**config.mk**
```make
export PLATFORM = sky130hd
export DESIGN_NAME = escaped_frame_encoder_crc8_unit
export DESIGN_NICKNAME = d
export VERILOG_FILES = /design/src/hw/rtl/efe_pkg.sv /design/src/hw/rtl/escaped_frame_encoder_crc8_unit.sv
export SDC_FILE = /design/constraint.sdc
export NUM_CORES = 1
export LEC_CHECK = 0
export ABC_AREA = 1
export BUFFER_PORTS_ARGS = -buffer_cell sky130_fd_sc_hd__buf_2
export CORE_MARGIN = 10
export CORE_UTILIZATION = 60
export DETAILED_ROUTE_END_ITERATION = 6
export PLACE_DENSITY = 0.78
export SYNTH_ARGS = -nofsm -noshare
export SYNTH_HDL_FRONTEND = slang
export SYNTH_SLANG_ARGS = --single-unit
```
**constraint.sdc**
```tcl
create_clock -name clock -period 5.25 [get_ports clock]
set_clock_uncertainty 0.15 [all_clocks]
set_input_delay 0.2625 -clock clock [delete_from_list [all_inputs] [get_ports clock]]
set_output_delay 0.2625 -clock clock [all_outputs]
set_load 0.03 [all_outputs]
```
**src/hw/rtl/efe_pkg.sv**
```systemverilog
`timescale 1ns / 1ps
// ----------------------------------------------------------------------------
// efe_pkg
// Constants and helpers for the escaped frame encoder with CRC-8.
// ----------------------------------------------------------------------------
package efe_pkg;

   localparam logic [7:0] FRAME_MAGIC  = 8'hFE;
   localparam logic [7:0] FRAME_ESCAPE = 8'hFD;
   localparam logic [7:0] ESCAPE_FLIP  = 8'h20;
   localparam logic [7:0] CRC_POLY     = 8'h8C;
   localparam logic [7:0] CRC_INIT     = 8'h00;

   // Longest line sequence one item can cause: magic, two data, two crc, magic.
   localparam int SEQ_DEPTH = 6;
   localparam int SEQ_IDX_W = $clog2(SEQ_DEPTH);

   // Reflected CRC-8, one byte, LSB first.
   function automatic logic [7:0] crc8_update(input logic [7:0] crc_in,
                                              input logic [7:0] data_in);
      logic [7:0] crc;
      crc = crc_in;
      for (int i = 0; i < 8; i++) begin
         if (crc[0] ^ data_in[i]) begin
            crc = (crc >> 1) ^ CRC_POLY;
         end else begin
            crc = crc >> 1;
         end
      end
      return crc;
   endfunction

   function automatic logic needs_escape(input logic [7:0] b);
      return (b == FRAME_MAGIC) || (b == FRAME_ESCAPE);
   endfunction

endpackage

```
**src/hw/rtl/escaped_frame_encoder_crc8_unit.sv**
```systemverilog
`timescale 1ns / 1ps
// ----------------------------------------------------------------------------
// escaped_frame_encoder_crc8_unit
// Byte-stuffing framer with a reflected CRC-8 trailer.
// ----------------------------------------------------------------------------
// Input channel req_*: one raw message byte per item, req_last_byte marks the
// final byte of a message. Output channel rsp_*: one line byte per item, with
// rsp_run_last on the final byte caused by an input item and rsp_frame_end on
// the closing magic.
// An accepted item is expanded into a sequence of 1 to 6 line
// bytes held in a small sequence register, which feeds the output register
// one byte per cycle while the receiver does not stall. An item reaches rsp
// via the sequence register and then the output register. No new item is
// taken before the sequence register drains every line byte of the last one
// (up to 6, for a one-byte message with escaped data and crc); a new item is
// taken in the cycle the previous sequence hands over its last byte.
// When the receiver stalls, the output register holds its byte, the sequence
// register holds, and req_stall rises once the sequence register is full.
// Reset (synchronous, active high) empties both registers, clears the CRC
// and closes any open frame.
// ----------------------------------------------------------------------------
module escaped_frame_encoder_crc8_unit
   import efe_pkg::*;
(
   input  logic       clock,
   input  logic       reset,
   input  logic       req_valid,
   output logic       req_stall,
   input  logic [7:0] req_data_byte,
   input  logic       req_last_byte,
   output logic       rsp_valid,
   input  logic       rsp_stall,
   output logic [7:0] rsp_out_byte,
   output logic       rsp_run_last,
   output logic       rsp_frame_end
);

   logic [7:0]           crc_ff, crc_in;
   logic                 in_frame_ff, in_frame_in;

   logic [7:0]           seq_byte_ff [SEQ_DEPTH];
   logic [7:0]           seq_byte_in [SEQ_DEPTH];
   logic [SEQ_IDX_W-1:0] seq_cnt_ff, seq_cnt_in;
   logic [SEQ_IDX_W-1:0] seq_idx_ff, seq_idx_in;
   logic                 seq_vld_ff, seq_vld_in;
   logic                 seq_close_ff, seq_close_in;

   logic                 out_vld_ff, out_vld_in;
   logic [7:0]           out_byte_ff, out_byte_in;
   logic                 out_run_last_ff, out_run_last_in;
   logic                 out_frame_end_ff, out_frame_end_in;

   logic                 req_accept;
   logic                 out_load;
   logic                 seq_at_end;
   logic [7:0]           crc_next;
   logic [SEQ_IDX_W-1:0] k;

   assign seq_at_end = (seq_idx_ff == seq_cnt_ff);
   assign out_load   = seq_vld_ff && (!out_vld_ff || !rsp_stall);
   assign req_stall  = seq_vld_ff && !(out_load && seq_at_end);
   assign req_accept = req_valid && !req_stall;
   assign crc_next   = crc8_update(crc_ff, req_data_byte);

   // Expand the incoming item into its line bytes; seq_cnt holds last index.
   always_comb begin
      for (int i = 0; i < SEQ_DEPTH; i++) begin
         seq_byte_in[i] = FRAME_MAGIC;
      end
      k = '0;
      if (!in_frame_ff) begin
         seq_byte_in[k] = FRAME_MAGIC;
         k = k + 1'b1;
      end
      if (needs_escape(req_data_byte)) begin
         seq_byte_in[k] = FRAME_ESCAPE;
         k = k + 1'b1;
         seq_byte_in[k] = req_data_byte ^ ESCAPE_FLIP;
      end else begin
         seq_byte_in[k] = req_data_byte;
      end
      if (req_last_byte) begin
         k = k + 1'b1;
         if (needs_escape(crc_next)) begin
            seq_byte_in[k] = FRAME_ESCAPE;
            k = k + 1'b1;
            seq_byte_in[k] = crc_next ^ ESCAPE_FLIP;
         end else begin
            seq_byte_in[k] = crc_next;
         end
         k = k + 1'b1;
         seq_byte_in[k] = FRAME_MAGIC;
      end
      seq_cnt_in   = k;
      seq_close_in = req_last_byte;
   end

   always_comb begin
      crc_in      = crc_ff;
      in_frame_in = in_frame_ff;
      if (req_accept) begin
         crc_in      = req_last_byte ? CRC_INIT : crc_next;
         in_frame_in = !req_last_byte;
      end
   end

   always_comb begin
      seq_vld_in = seq_vld_ff;
      seq_idx_in = seq_idx_ff;
      if (req_accept) begin
         seq_vld_in = 1'b1;
         seq_idx_in = '0;
      end else if (out_load) begin
         if (seq_at_end) begin
            seq_vld_in = 1'b0;
         end else begin
            seq_idx_in = seq_idx_ff + 1'b1;
         end
      end
   end

   always_comb begin
      out_vld_in       = out_vld_ff;
      out_byte_in      = out_byte_ff;
      out_run_last_in  = out_run_last_ff;
      out_frame_end_in = out_frame_end_ff;
      if (out_load) begin
         out_vld_in       = 1'b1;
         out_byte_in      = seq_byte_ff[seq_idx_ff];
         out_run_last_in  = seq_at_end;
         out_frame_end_in = seq_at_end && seq_close_ff;
      end else if (!rsp_stall) begin
         out_vld_in = 1'b0;
      end
   end

   always_ff @(posedge clock) begin
      if (reset) begin
         crc_ff      <= CRC_INIT;
         in_frame_ff <= 1'b0;
         seq_vld_ff  <= 1'b0;
         seq_idx_ff  <= '0;
         out_vld_ff  <= 1'b0;
      end else begin
         crc_ff      <= crc_in;
         in_frame_ff <= in_frame_in;
         seq_vld_ff  <= seq_vld_in;
         seq_idx_ff  <= seq_idx_in;
         out_vld_ff  <= out_vld_in;
      end
   end

   always_ff @(posedge clock) begin
      if (req_accept) begin
         seq_byte_ff  <= seq_byte_in;
         seq_cnt_ff   <= seq_cnt_in;
         seq_close_ff <= seq_close_in;
      end
      out_byte_ff      <= out_byte_in;
      out_run_last_ff  <= out_run_last_in;
      out_frame_end_ff <= out_frame_end_in;
   end

   assign rsp_valid     = out_vld_ff;
   assign rsp_out_byte  = out_byte_ff;
   assign rsp_run_last  = out_run_last_ff;
   assign rsp_frame_end = out_frame_end_ff;

endmodule
```
==> metrics <==
total of warnings raised by yosys 0; Power per Cell Area 317 nW/um2; critical path required time 5220 ps; met2 wire length 6.39 mm; top cells by instance count after synthesis nand2_1 (181), nor2_1 (74), edfxtp_1 (62); register area share after synthesis 45.4%; RSZ-0062 raised after global routing false; Critical Path End seq_byte_ff[15]; # clock sinks 76; Cells after Synth 619; crit share post-route 72.0%; startpoint type of the worst setup path flop; FF-to-FF setup slack 1470 ps; Data arrival, critical path 3750 ps; CP max stage cell fa_1; GP Congestion 1.00; slack of the critical path 1470 ps; fill cell count 649; WL met3 1.25 mm; Core Rows 32; crit end category flop; top post-synthesis cells by area edfxtp_1 (39%), nand2_1 (14%), dfxtp_1 (5.9%), o21ai_0 (5.9%), nor2_1 (5.9%); TritonRoute pass-1 iters 5; Non-Filler Instances 742; largest net degree at the start of global routing 53; dpl cells 725; Area after DPL 4870 um2; Pleak 2.27 nW; max frequency 265 MHz; worst slew pin tran 1050 ps; Num CTS Buffers 9; FF-to-FF End seq_byte_ff[15]; final worst path period need 3780 ps; DRC Markers 0; FF+latch count, synth 76; total chip power 1.61 mW; DR iter-0 viols 366; CP peak stage delay 520 ps; die footprint 11800 um2; Final Max Slew Viols 0; Hold Crit Class in2reg; fraction of layout cells with a size suffix above 1 11.9%; critical path type reg2reg; Netlist Area Pre-Place 4720 um2; Avg WL per Cell 18.0 um; Synth top area share 39.5%; cell breakdown of the critical path inv_1 > nand2_1 > nand2_1 > nand2_1 > nand3_2 > nand2_4 > nand2_2 > nand2_4 > inv_1 > nand2_1 > nand2_4 > nand2_4 > inv_2 > fa_1 > inv_1 > a211oi_1 > nand2_1 > inv_1 > nand2_1; drt total wl 13.3 mm; Total Nets Final 653; final hold violation count 0; VDD IR max 0.000143 V; number of enable flip-flop cells after synthesis 62; status completed; Overflow after GRT 0; Max Cap Violations 0; initial core utilization 61.4%; most used cell, CP nand2_1; dominant cell type by area after synthesis edfxtp_1; R2R depth 19; Die W 109 um; TritonCTS clock tree done; Max clock buf depth 2; Crit. Startpoint crc_ff[1]; top sig layer met4; Design Area, Final 5090 um2; first-pass GRT wire length 21.0 mm; vias 4356; Avg Inst Size Synth 7.62 um2; CP max FO 25; Layout area overhead 7.82%; relative slew slack 29.6%; total global-route track usage 23.1%; hpwl dp 9.44 mm; main flop type after synthesis edfxtp_1; htree depth 3; wl on met1 5.24 mm; post-route setup TNS 0 ps; port bufs 24; # diodes 0; Placement Setup Slack 1440 ps; remaining antenna violation count after routing 0; top-count cell post-synth nand2_1; number of global-route vias before repair 4043; DR vias/cell 5.87; # setup viols final 0; RR Startpoint crc_ff[1]; Die H 109 um; core outline area 7690 um2; initial antenna violation count 0; clk_lat worst skew 360 ps; Ports 25; Clock Pin Slew Worst Setup and Hold Paths 90 ps; post-synthesis async set-or-reset flop share 0%; synth unique cells 38; CTS Root Cell clkbuf_8
report_power, final:
group / switching, mW / internal [mW] / leakage (nW)
combinational: 0.306 / 0.106 / 1.51
sequential: 0.0158 / 0.701 / 0.653
clock: 0.254 / 0.229 / 0.104
placed cells by master, fill, tap and decap left out, types with 6 or more instances in the layout:
| cell | n |
|---|---|
| clkbuf_8 | 9 |
| nand2_1 | 181 |
| inv_2 | 8 |
| o22ai_1 | 9 |
| o32ai_1 | 8 |
| o21ai_1 | 8 |
| buf_2 | 24 |
| o21ai_0 | 56 |
| inv_1 | 57 |
| nand4_1 | 6 |
| dfxtp_1 | 14 |
| edfxtp_1 | 62 |
| xnor2_1 | 6 |
| nand2_2 | 10 |
| nor2_1 | 74 |
| nand3_1 | 51 |
| a21oi_1 | 11 |
| nand2_4 | 6 |
cell type report:
cell class                 count  area, um2  share of cell area [%]
inverter                      67        254                    4.99
multi-input combinational    454       2210                    43.5
sequential                    76       2140                    42.1
tap                          102        128                    2.51
clock inverter                 7       82.6                    1.62
timing repair buffer          27        145                    2.85
clock buffer                   9        124                    2.43
per-layer routing:
layer | track usage, % | vias to the layer above
met5 | 0 | -
met4 | 10.4 | 0
met3 | 4.01 | 44
met2 | 39.0 | 222
met1 | 28.3 | 2016
li1 | - | 2074
how the worst min path moves through the flow:
stage | start | to | slack (ps) | cells past startpoint
after floorplan | reset | rsp_valid | 180 | 1
after global placement | reset | seq_vld_ff | 300 | 2
after detailed placement | reset | seq_vld_ff | 310 | 2
after CTS | rsp_stall | rsp_valid | 10 | 3
after global routing | rsp_stall | rsp_valid | 40 | 3
final | rsp_stall | rsp_valid | 20 | 3
timing repair:
| item | CTS | global route |
|---|---|---|
| hold buffers | 1 | 0 |
| resized for setup | 0 | 0 |
| endpoints found under the hold margin | 2 | 0 |
| buffers inserted | 0 | 0 |
state kept, by name (all words and copies together), names as in the netlist, 3 cells and up:
signal,cells
seq_cnt_ff,3
rsp_out_byte,8
seq_byte_ff,48
seq_idx_ff,3
crc_ff,8
worst max-delay path, delay by kind of cell (launching register included):
| family | cells | cell delay, ps |
|---|---|---|
| buf+inv | 5 | 540 |
| flops | 1 | 360 |
| simple gates | 12 | 1540 |
| compound gates | 1 | 400 |
| fa+ha+maj | 1 | 520 |
metrics by stage:
step	util, %	hold WS [ps]
final	66.2	23.0
after global routing	66.2	39.6
after CTS	66.2	13.9
after detailed placement	63.4	308
after global placement	63.4	299
after floorplan	-	182
cell families (layout without fill, tap and decap cells):
kind of cell	Yosys count	count (layout)	synth area share, %
AO/OA/AOI/OAI	95	95	11.1
XOR/XNOR	10	10	2.44
adder cells (fa/ha/maj)	5	5	1.49
buffers and inverters	93	110	8.04
flip-flops	76	76	45.4
other	1	5	0.0795
AND/OR/NAND/NOR	339	339	31.4
(Power assumes the default switching activity.)
